==> config.mk <==
export PLATFORM = sky130hd
export DESIGN_NAME = char_class_filter_line_splitter_top
export DESIGN_NICKNAME = d
export VERILOG_FILES = /design/src/hdl/cclsplit_pkg.sv /design/src/hdl/char_class_filter_line_splitter_top.sv
export SDC_FILE = /design/constraint.sdc
export NUM_CORES = 1
export LEC_CHECK = 0
export BUFFER_PORTS_ARGS = -buffer_cell sky130_fd_sc_hd__buf_2
export CORE_AREA = 4 4 86 88
export DETAILED_ROUTE_END_ITERATION = 8
export DIE_AREA = 0 0 90 92
export PLACE_DENSITY_LB_ADDON = 0.15
export SETUP_SLACK_MARGIN = 0.5
export SYNTH_ARGS = -nofsm -noshare
export SYNTH_HDL_FRONTEND = slang
export SYNTH_SLANG_ARGS = --single-unit
==> constraint.sdc <==
create_clock -name clk_i -period 3.7 [get_ports clk_i]
set_input_delay 0.555 -clock clk_i [delete_from_list [all_inputs] [get_ports clk_i]]
set_output_delay 0.555 -clock clk_i [all_outputs]
set_load 0.02 [all_outputs]
==> src/hdl/cclsplit_pkg.sv <==
// cclsplit_pkg: item types, register indexes and byte class table for the
// character class filter and line splitter
// no dependencies
`default_nettype none

package cclsplit_pkg;

  // register indexes on the configuration port
  typedef enum logic [1:0] {
    CFG_CASE_MODE     = 2'd0,
    CFG_FILTER_ENABLE = 2'd1,
    CFG_MAX_LEN       = 2'd2,
    CFG_UNUSED        = 2'd3
  } cfg_idx_e;

  // case modes
  typedef enum logic [1:0] {
    CASE_KEEP  = 2'd0,
    CASE_UPPER = 2'd1,
    CASE_LOWER = 2'd2,
    CASE_NONE  = 2'd3
  } case_mode_e;

  // result kinds
  typedef enum logic [1:0] {
    KIND_CHAR    = 2'd0,
    KIND_NEWLINE = 2'd1,
    KIND_CUT     = 2'd2,
    KIND_EOS     = 2'd3
  } kind_e;

  localparam logic [7:0]  NUL_BYTE      = 8'h00;
  localparam logic [7:0]  NEWLINE_BYTE  = 8'h0A;
  localparam logic [15:0] MAX_LEN_RESET = 16'd255;
  localparam int unsigned CFG_DATA_W    = 16;

  // class bit positions
  localparam int unsigned CLS_ALNUM = 0;
  localparam int unsigned CLS_ALPHA = 1;
  localparam int unsigned CLS_CNTRL = 2;
  localparam int unsigned CLS_DIGIT = 3;
  localparam int unsigned CLS_PUNCT = 4;
  localparam int unsigned CLS_SPACE = 5;

  typedef struct packed {
    logic [7:0] char_in;
    logic       end_of_stream;
  } in_item_t;

  typedef struct packed {
    kind_e      kind;
    logic [7:0] data;
    logic       partial_line;
  } out_item_t;

  // c-locale ascii classes, bytes 128 and up belong to none
  function automatic logic [5:0] class_bits(input logic [7:0] b);
    logic [5:0] m;
    m = '0;
    if (b < 8'd128) begin
      if (b < 8'd32 || b == 8'd127) m[CLS_CNTRL] = 1'b1;
      if ((b >= 8'd9 && b <= 8'd13) || b == 8'd32) m[CLS_SPACE] = 1'b1;
      if (b >= 8'd48 && b <= 8'd57) begin
        m[CLS_DIGIT] = 1'b1;
        m[CLS_ALNUM] = 1'b1;
      end
      if ((b >= 8'd65 && b <= 8'd90) || (b >= 8'd97 && b <= 8'd122)) begin
        m[CLS_ALPHA] = 1'b1;
        m[CLS_ALNUM] = 1'b1;
      end
      if ((b >= 8'd33 && b <= 8'd47) || (b >= 8'd58 && b <= 8'd64) ||
          (b >= 8'd91 && b <= 8'd96) || (b >= 8'd123 && b <= 8'd126))
        m[CLS_PUNCT] = 1'b1;
    end
    return m;
  endfunction

  // upper or lower case conversion of ascii letters
  function automatic logic [7:0] change_case(input case_mode_e mode, input logic [7:0] b);
    logic [7:0] r;
    r = b;
    if (mode == CASE_UPPER && b >= 8'd97 && b <= 8'd122) r[5] = 1'b0;
    if (mode == CASE_LOWER && b >= 8'd65 && b <= 8'd90) r[5] = 1'b1;
    return r;
  endfunction

endpackage

`default_nettype wire

==> src/hdl/char_class_filter_line_splitter_top.sv <==
// char_class_filter_line_splitter_top: filters a byte stream by character
// class, converts case and splits it into lines
// depends on cclsplit_pkg
//
//   channel   signals                                 direction
//   in        in_valid_i, in_ready_o, in_item_i       byte or end of stream in
//   out       out_valid_o, out_ready_i, out_item_o    one result item out
//   cfg       cfg_valid_i, cfg_ready_o, cfg_index_i,  register write in
//             cfg_data_i
//
// one item per cycle sustained while the output is not stalled; an input
// register feeds the result register, so each result passes both registers
// a dropped byte produces no result but still advances the line state
// a stalled output holds the input register; a new item is taken when it frees
// reset clears configuration to its defaults and closes any open line
// configuration writes are taken in every cycle
`default_nettype none

module char_class_filter_line_splitter_top (
  input  wire                                   clk_i,
  input  wire                                   rst_ni,
  input  wire                                   in_valid_i,
  output logic                                  in_ready_o,
  input  cclsplit_pkg::in_item_t                in_item_i,
  output logic                                  out_valid_o,
  input  wire                                   out_ready_i,
  output cclsplit_pkg::out_item_t               out_item_o,
  input  wire                                   cfg_valid_i,
  output logic                                  cfg_ready_o,
  input  wire  [1:0]                            cfg_index_i,
  input  wire  [cclsplit_pkg::CFG_DATA_W-1:0]   cfg_data_i
);
  import cclsplit_pkg::*;

  // configuration registers
  case_mode_e  case_mode_q;
  logic [5:0]  filter_enable_q;
  logic [15:0] max_len_q;

  // input stage, line state and result register
  in_item_t    in_q;
  logic        in_valid_q;
  logic [15:0] kept_count_q, kept_count_d;
  logic        line_open_q, line_open_d;
  out_item_t   out_q, out_d;
  logic        out_valid_q;
  logic        has_result;
  logic        advance;

  logic [15:0] count_eff;
  logic        keep;

  assign cfg_ready_o = 1'b1;

  // input stage moves on when the result register is free or being taken
  assign advance    = in_valid_q && (!out_valid_q || out_ready_i);
  assign in_ready_o = !in_valid_q || advance;

  // result and next line state for the item in the input stage
  always_comb begin
    count_eff    = line_open_q ? kept_count_q : 16'd0;
    keep         = (filter_enable_q == 6'd0) ||
                   ((class_bits(in_q.char_in) & filter_enable_q) != 6'd0);
    out_d        = '{kind: KIND_CHAR, data: 8'h00, partial_line: 1'b0};
    has_result   = 1'b1;
    line_open_d  = 1'b0;
    kept_count_d = 16'd0;
    if (in_q.end_of_stream) begin
      out_d.kind         = KIND_EOS;
      out_d.partial_line = line_open_q;
    end else if (in_q.char_in == NEWLINE_BYTE) begin
      out_d.kind = KIND_NEWLINE;
      out_d.data = NEWLINE_BYTE;
    end else if (count_eff >= max_len_q) begin
      out_d.kind = KIND_CUT;
      out_d.data = in_q.char_in;
    end else if (keep && in_q.char_in != NUL_BYTE) begin
      out_d.data   = change_case(case_mode_q, in_q.char_in);
      line_open_d  = 1'b1;
      kept_count_d = count_eff + 16'd1;
    end else begin
      has_result   = 1'b0;
      line_open_d  = 1'b1;
      kept_count_d = count_eff;
    end
  end

  // configuration writes
  always_ff @(posedge clk_i or negedge rst_ni) begin
    if (!rst_ni) begin
      case_mode_q     <= CASE_KEEP;
      filter_enable_q <= 6'd0;
      max_len_q       <= MAX_LEN_RESET;
    end else if (cfg_valid_i && cfg_ready_o) begin
      unique case (cfg_idx_e'(cfg_index_i))
        CFG_CASE_MODE:     case_mode_q     <= case_mode_e'(cfg_data_i[1:0]);
        CFG_FILTER_ENABLE: filter_enable_q <= cfg_data_i[5:0];
        CFG_MAX_LEN:       max_len_q       <= cfg_data_i[15:0];
        default:           ;
      endcase
    end
  end

  // control state: stage valids and line state
  always_ff @(posedge clk_i or negedge rst_ni) begin
    if (!rst_ni) begin
      in_valid_q   <= 1'b0;
      out_valid_q  <= 1'b0;
      line_open_q  <= 1'b0;
      kept_count_q <= 16'd0;
    end else begin
      if (in_ready_o) in_valid_q <= in_valid_i;
      if (advance) begin
        line_open_q  <= line_open_d;
        kept_count_q <= kept_count_d;
      end
      if (advance) begin
        out_valid_q <= has_result;
      end else if (out_ready_i) begin
        out_valid_q <= 1'b0;
      end
    end
  end

  // payload registers
  always_ff @(posedge clk_i) begin
    if (in_ready_o && in_valid_i) in_q <= in_item_i;
    if (advance && has_result) out_q <= out_d;
  end

  assign out_valid_o = out_valid_q;
  assign out_item_o  = out_q;

endmodule

`default_nettype wire

==> results of run 1 <==
-- final timing paths --
check	start	to	slack [ns]	depth (start not counted)
setup reg to reg	in_q[3]	out_item_o[2]	0.72	6
hold / removal	rst_ni	kept_count_q[3]	0.38	1
setup / recovery	in_q[3]	out_item_o[2]	0.72	6
hold reg to reg	kept_count_q[15]	kept_count_q[15]	0.50	1
min in group clk_i	in_item_i[0]	in_q[0]	0.39	1
max in group asynchronous	rst_ni	filter_enable_q[1]	2.71	1
-- stage by stage --
step / hold WS [ns] / util [%]
after detailed placement: 0.481 / 60.9
after CTS: 0.385 / 64.0
after floorplan: 0.259 / -
final: 0.380 / 64.0
after global placement: 0.489 / 60.9
after global routing: 0.379 / 64.0
-- where the power goes --
part           internal, µW  switching, µW  total, µW  leakage (µW)
Sequential              823           66.4        890      0.000725
Combinational           151            226        378       0.00101
Clock                   345            262        607      0.000106
Total                  1320            555       1870       0.00184
-- per-layer routing --
| layer | vias up | track usage (%) | routed length, µm |
|---|---|---|---|
| met3 | 18 | 4.02 | 646 |
| met4 | 0 | 8.29 | 171 |
| met5 | - | 0 | 0 |
| li1 | 1459 | - | - |
| met2 | 127 | 32.0 | 3790 |
| met1 | 1447 | 30.5 | 4000 |
-- registers in the layout (all words and copies together), names as in the netlist --
register,cells
case_mode_q,2
in_valid_q,1
max_len_q,16
line_open_q,1
out_item_o,11
out_valid_o,1
in_q,9
kept_count_q,16
filter_enable_q,6
-- cell usage in the layout, fill, tap and decap left out, types with 4 or more instances in the layout --
cell type,n
nand3_1,13
edfxtp_1,20
nand4_1,6
dfstp_2,8
ha_1,17
buf_2,44
or2b_2,4
o21ai_0,18
a21oi_1,20
a31oi_1,5
nor3_1,6
clkbuf_8,11
o211ai_1,6
o31ai_1,7
inv_1,28
and3_1,4
buf_4,9
nor3b_1,6
dfrtp_1,35
nand2_1,32
nor2_1,13
and2_1,14
mux2_2,22
nand3b_1,5
nand2b_1,5
-- cell type report --
cell class	count	area share [%]
multi-input combinational	262	44.0
tap	80	2.36
sequential	63	39.7
clock inverter	4	1.06
timing repair buffer	53	6.77
inverter	28	2.47
clock buffer	12	3.65
-- logic make-up after synthesis --
group | Yosys count
AO/OA/AOI/OAI | 80
adder cells (fa/ha/maj) | 17
buffers and inverters | 47
flip-flops | 63
multiplexers | 25
other | 1
AND/OR/NAND/NOR | 139
-- worst max-delay path: cells and delay by family (launching register included) --
kind / cells / cell delay [ns]
flip-flops: 1 / 0.56
AND/OR/NAND/NOR: 3 / 1.02
AO/OA/AOI/OAI: 3 / 1.02
==> metrics.cfg, run 1 <==
[floorplan]
die_h_um = 92
core.rowCount = 30
die_w_um = 90
core_area_um2 = 6640
start_util_pct = 57.5
die-area_um2 = 8280
ioPinCount = 46

[pwr]
peakVddDrop_mv = 0.325
powerDensity_nw_per_um2 = 441
p_leak_uw = 0.00184
power.total_uw = 1870

[clocking]
htreeDepth = 3
cts_buffers = 9
cts_setup_buffers = 0
clk_pin_slew_ns = 0.07
cts_tree = done
cts_resized = 1
cts_buffer_depth = 2
insertion_delay_ns = 0.34
clock-sinks = 63
root_buffer = clkbuf_8
hold_buffers = 0

[placement]
place_inst = 486
dpl.hpwl_mm = 6.36
placed_area_um2 = 4050
gp_congestion = 0.913
dpl_worst_slack_ns = 0.468
io_buffers = 44

[setup_path]
start_kind = flip-flop
crit_slowest_cell = edfxtp_1
cp_max_fo = 11
cp_slowest_stage_delay_ns = 0.56
endpoint_kind = flip-flop
critical_path_arrival_ns = 2.94
path_cells = or4_4 > or3_1 > o311a_2 > a311oi_4 > nor2_1 > a21oi_2
crit_required_ns = 3.66
path_class = flip-flop to flip-flop

[yosys]
syn_nets = 421
synth_simple_gate_area_share_pct = 21.4
synth_compound_area_share_pct = 14.6
async_flop_share_pct = 68.3
synth_top_family_by_area = simple AND/OR/NAND/NOR gates
synth_top_area_share_pct = 22.9
synth_cell_types = 68
synthCells = 372
synthMuxAreaShare_pct = 7.28
ys.flop_type = dfrtp_1
synth_adder_area_share_pct = 5.57
synth.avg_cell_area_um2 = 10.3
yosysTopAreaCell = dfrtp_1
synth_seq_area_share_pct = 44.2
synth.area.top_cells = dfrtp_1, edfxtp_1, mux2_2
synth-xor-area-share_pct = 0
netlist_area_um2 = 3820
synth_enable_flop_cells = 20
synth-seq-cells = 63
ys_warn_count = 0
synth_commonest_cells = dfrtp_1, nand2_1, inv_1
synth_most_common_cell = dfrtp_1

[outcome]
status = finished clean

[global_routing]
grt_pass1_wl_mm = 14.2
antenna_found_initial = 0
grt_start_max_net_pins = 44
gr-total-overflow = 0
grt_pass1_vias = 2861
grt_util_all_layers_pct = 21.3

[sta]
rsz0062_at_grt = false
period_needed_ns = 2.98
fin_skew_ns = 0.0119
tightestPinTransition_ns = 0.975
setup-tns-final_ns = 0
slew_headroom_pct = 35.0
setup_viol = 0
fin_ws_ns = 0.721
slew_violations = 0
fin_crit_sh_pct = 80.5
hold_viol = 0
fmax_mhz = 336

[route]
viasPerCell = 6.08
routed_wl_mm = 8.61
first_pass_iters = 6
drtAntennaViolNets = 0
drcViolationCount = 0
vias = 3051
route.detailed.wl_per_inst_um = 17.1
drt_iter0_drc = 283

[min_path]
hold_class = primary input to asynchronous set/reset pin

[cells_and_area]
n_fill_cell = 536
antenna_cells = 0
area_growth_pct = 11.3
drive_gt1_share_pct = 29.9
nNetsFinal = 466
postLayoutCellArea_um2 = 4250
multi_input_area_um2 = 1870
regArea_um2 = 1690
stdcell_count = 502

[job]
drv_cap = 0

Power figures use the tool's default switching activity.
==> run 2: changes to the inputs <==
- CORE_AREA: 4 4 86 88 -> 4 4 90 92
- DIE_AREA: 0 0 90 92 -> 0 0 94 96
- clock period: 3.7 -> 2.55 ns (I/O delays scaled with it)
==> run 2 against run 1 <==
Effect of this change:
- clock skew down 0.0020 ns
- die area up 9.0%
- total power up 63%
- first-iteration DRC count up 56%
- worst hold slack worse by 0.19 ns
- worst setup slack worse by 0.95 ns
- the flow now finishes with violations (negative setup slack)
- sequential power up 44%
- highest routed layer unchanged
- clock-buffer cell count up 3
- design area up 25%
==> metrics.cfg, run 2 (synthesized netlist as in run 1, its figures left out) <==
[placement]
io_buffers = 44
placed_area_um2 = 4440
dpl.hpwl_mm = 6.61
place_inst = 539
gp_congestion = 0.923
dpl_worst_slack_ns = -0.0976

[pwr]
p_int_uw = 2090
switching_share_pct = 31.5
power.switching_uw = 959
clkPwrFrac_pct = 29.2
powerDensity_nw_per_um2 = 572
peakVddDrop_mv = 0.407
sequentialPowerShare_pct = 42.0
p_leak_uw = 0.00226
pwr-share-comb_pct = 28.8

[floorplan]
core_area_um2 = 7210
core.rowCount = 31
ioPinCount = 46
start_util_pct = 52.9
die-area_um2 = 9020
die_w_um = 94
die_h_um = 96

[sta]
fin_ws_ns = -0.230
rsz0062_at_grt = true
slew_headroom_pct = 33.0
fin_crit_sh_pct = 109
hold_viol = 0
fin_skew_ns = 0.00995
tightestPinTransition_ns = 1.01
fmax_mhz = 360
hold-worst-slack_ns = 0.192
slew_violations = 0
setup_viol = 35
period_needed_ns = 2.78

[clocking]
cts_tree = done
hold_buffers = 0
insertion_delay_ns = 0.35
htreeDepth = 3
root_buffer = clkbuf_8
clock-sinks = 63
clk_pin_slew_ns = 0.07
cts_buffer_depth = 2
cts_buffers = 9

[setup_path]
endpoint_kind = flip-flop
rrSetupSlack_ns = -0.23
worstReg2RegEnd = kept_count_q[4]
start_kind = flip-flop
r2r-start = in_q[3]
cp_max_fo = 7
crit_required_ns = 2.82
r2r_cells = 9
path_class = flip-flop to flip-flop
critical_path_arrival_ns = 3.05
cp-startpoint = in_q[3]
crit_path_end = kept_count_q[4]

[route]
drcViolationCount = 0
drt_iter0_drc = 442
first_pass_iters = 8
drtAntennaViolNets = 0
viasPerCell = 5.88
route.detailed.wl_per_inst_um = 18.6
routed_wl_mm = 10.8
vias = 3407

[global_routing]
grt_pass1_wl_mm = 16.4
antenna_found_initial = 0
gr-total-overflow = 0
grt_start_max_net_pins = 44
grt_util_all_layers_pct = 23.9
grt_pass1_vias = 3252

[cells_and_area]
nNetsFinal = 524
final_util_pct = 73.9
drive_gt1_share_pct = 53.5
stdcell_count = 579
antenna_cells = 0
area_growth_pct = 39.6
mostFrequentLayoutCells = buf_4, buf_2, dfrtp_1
postLayoutCellArea_um2 = 5330
final_common_cell = buf_4

[outcome]
violations = negative setup slack
status = finished, violations left

[min_path]
hold_class = primary input to asynchronous set/reset pin

[job]
drv_cap = 0

-- run 2: cell types whose count changed in the layout (fill, tap and decap cells not counted), moves of 6 or more --
| cell | delta |
|---|---|
| a21oi_1 | -12 |
| a21oi_2 | +8 |
| buf_4 | +40 |
| buf_6 | +16 |
| ha_1 | -7 |
| nand2_1 | -8 |
| o21ai_0 | -12 |
| o21ai_2 | +6 |
-- run 2: worst min path at each step --
stage | end | slack [ns] | depth (start not counted)
after floorplan | case_mode_q[0] | 0.09 | 0
after global placement | max_len_q[10] | 0.49 | 1
after detailed placement | kept_count_q[15] | 0.49 | 1
after CTS | in_q[6] | 0.20 | 1
after global routing | in_q[0] | 0.19 | 1
final | kept_count_q[5] | 0.19 | 1
-- run 2: per-stage QoR --
| step | TNS (ns) | power [µW] |
|---|---|---|
| 2_1_floorplan | -2.64 | 1740 |
| 3_5_place_dp | -0.205 | 1930 |
| 5_1_grt | -6.08 | 3190 |
| 4_1_cts | -0.138 | 2940 |
| 6_report | -4.42 | 3050 |
| 3_3_place_gp | -0.0106 | 1910 |
-- run 2: critical path, stage by stage (launching register included) --
cell	delay (ns)
edfxtp_1	0.40
or4_4	0.55
or3_4	0.38
o311a_4	0.15
a311oi_4	0.38
buf_4	0.17
or2_4	0.22
buf_6	0.15
nand4_1	0.13
o21ai_1	0.17
-- run 2: layer usage --
layer,vias up,global-route usage (%),routed length (µm)
met2,187,36.9,4920
met3,29,3.99,878
met5,-,0,0
met4,0,11.2,346
met1,1624,32.8,4610
li1,1567,-,-
-- run 2: layout make-up --
class	instances	area (µm²)
clock buffers	15	166
clock inverters	1	30.0
fillers	479	1880
inverters	28	108
multi-input cells	263	2430
flip-flops and latches	63	1690
well taps	99	124
repair buffers	110	788
-- run 2: power groups by stage --
stage	clock, µW	combinational (µW)	sequential [µW]
floorplan	0	435	1300
global placement	0	627	1280
detailed placement	0	641	1290
CTS	892	770	1280
global route	954	939	1290
finish	891	877	1280
-- run 2: repair_timing --
item,CTS,global route
buffers inserted,14,8
pin swaps,36,24
resized for setup,87,31
cloned,2,0
endpoints found under the hold margin,0,0
endpoints found under the setup margin,39,39
==> run 3: changes to the inputs <==
- CAP_MARGIN: not set -> 10
- CELL_PAD_IN_SITES_DETAIL_PLACEMENT: not set -> 2
- CELL_PAD_IN_SITES_GLOBAL_PLACEMENT: not set -> 2
- CORE_AREA: 4 4 90 92 -> 4 4 111 113
- DIE_AREA: 0 0 94 96 -> 0 0 115 117
- SETUP_SLACK_MARGIN: 0.5 -> not set
==> run 3 against run 2 <==
Effect of this change:
- the flow still finishes with violations (negative setup slack)
- combinational power grew 27%
- fmax is 4.8% lower
- sequential share of layout area decreased by 2.9 points
- critical path type unchanged
- highest routed layer unchanged
- register-to-register slack worse by 0.14 ns
- critical endpoint is now kept_count_q[11]
- first-iteration DRC count shrank 30%
==> metrics.cfg, run 3 (synthesized netlist as in run 1, its figures left out) <==
[sta]
setup_viol = 36
slew_headroom_pct = 60.1
period_needed_ns = 2.92
slew_violations = 0
tightestPinTransition_ns = 0.599
fin_crit_sh_pct = 114
hold-worst-slack_ns = 0.0484
fin_ws_ns = -0.369
hold_viol = 0
rsz0062_at_grt = true
fin_skew_ns = 0.00464
fmax_mhz = 343

[global_routing]
grt_start_max_net_pins = 22
grt_pass1_vias = 3953
gr-total-overflow = 0
grt_util_all_layers_pct = 22.6
antenna_found_initial = 0
grt_pass1_wl_mm = 22.9

[floorplan]
ioPinCount = 46
start_util_pct = 33.7
die_h_um = 117
core_area_um2 = 11300
die_w_um = 115
die-area_um2 = 13500
core.rowCount = 39

[cells_and_area]
final_common_cell = buf_4
antenna_cells = 0
postLayoutCellArea_um2 = 5870
final_util_pct = 51.9
area_growth_pct = 53.9
mostFrequentLayoutCells = buf_4, buf_2, dfrtp_1
drive_gt1_share_pct = 58.8
nNetsFinal = 551

[min_path]
hold_class = primary input to asynchronous set/reset pin

[setup_path]
start_kind = flip-flop
cp_max_fo = 4
critical_path_arrival_ns = 3.12
crit_required_ns = 2.75
path_class = flip-flop to flip-flop
endpoint_kind = flip-flop

[pwr]
clkPwrFrac_pct = 36.3
peakVddDrop_mv = 0.439
sequentialPowerShare_pct = 34.4
switching_share_pct = 32.8
pwr-share-comb_pct = 29.3
power.switching_uw = 1240
p_int_uw = 2540
p_leak_uw = 0.00249
powerDensity_nw_per_um2 = 644
power.total_uw = 3780

[route]
route.detailed.wl_per_inst_um = 27.6
drtAntennaViolNets = 0
vias = 3710
drt_iter0_drc = 311
viasPerCell = 5.71
drcViolationCount = 0
first_pass_iters = 4
routed_wl_mm = 17.9

[placement]
dpl.hpwl_mm = 9.86
dpl_worst_slack_ns = -0.238
placed_area_um2 = 4630
gp_congestion = 0.826
io_buffers = 44

[clocking]
cts_buffers = 9
insertion_delay_ns = 0.34
cts_buffer_depth = 2
cts_tree = done
htreeDepth = 3
clock-sinks = 63
clk_pin_slew_ns = 0.06
hold_buffers = 0
root_buffer = clkbuf_16

[job]
drv_cap = 0

[outcome]
violations = negative setup slack
status = finished, violations left

## run 3: changes by cell type in the layout (fill, tap and decap cells not counted), moves of 3 or more
cell       before  now
buf_4          49   72
clkbuf_16       0   11
clkbuf_8       11    0
a21oi_1         8    4
buf_12          1    5
clkbuf_1        4    0
a21oi_2         9   12
buf_6          16   13
o31ai_2         5    8
## run 3: critical path: stages (launching register included)
cell and delay (ns):
edfxtp_1 0.44, or4_4 0.60, a2111oi_4 0.40, a211oi_2 0.12, a21oi_2 0.38, o2111ai_4 0.17, buf_4 0.16, buf_4 0.13
a21oi_1 0.25, mux2i_1 0.13
## run 3: layout make-up
cell class	count	area (µm²)
inverters	28	108
flip-flops and latches	63	1690
repair buffers	138	1090
well taps	143	179
multi-input cells	262	2490
clock inverters	7	95.1
clock buffers	9	225
fillers	1123	5450
## run 3: through the flow
stage / setup TNS [ns] / cells
CTS: -4.50 / 635
finish: -8.03 / 650
global placement: -3.10 / 603
global route: -10.66 / 650
detailed placement: -5.06 / 603
floorplan: -2.74 / 372
## run 3: final timing paths
path | from | cells after the start | slack (ns) | endpoint
hold / removal | rst_ni | 1 | 0.05 | filter_enable_q[5]
setup / recovery | in_q[5] | 9 | -0.37 | kept_count_q[11]
setup reg to reg | in_q[5] | 9 | -0.37 | kept_count_q[11]
hold reg to reg | max_len_q[10] | 1 | 0.52 | max_len_q[10]
min in group clk_i | in_item_i[5] | 1 | 0.22 | in_q[5]
max in group asynchronous | rst_ni | 2 | 1.77 | max_len_q[6]
## run 3: metal layers
layer | track usage [%] | vias to the layer above | wire (µm)
met5 | 0 | - | 0
met4 | 7.51 | 0 | 680
met3 | 2.98 | 54 | 789
met2 | 39.0 | 122 | 8840
met1 | 29.4 | 1916 | 7630
li1 | - | 1618 | -
## run 3: what timing repair did
item,CTS,global route
pin swaps,29,35
setup endpoints to repair,36,37
resized for setup,65,74
endpoints found under the hold margin,0,0
cloned,1,1
setup buffers,15,17
## run 3: power groups by stage
stage | sequential (µW) | clock (µW) | combinational (µW)
3_5_place_dp | 1300 | 0 | 739
6_report | 1300 | 1370 | 1110
5_1_grt | 1310 | 1430 | 1180
3_3_place_gp | 1290 | 0 | 705
4_1_cts | 1280 | 1390 | 894
2_1_floorplan | 1300 | 0 | 435
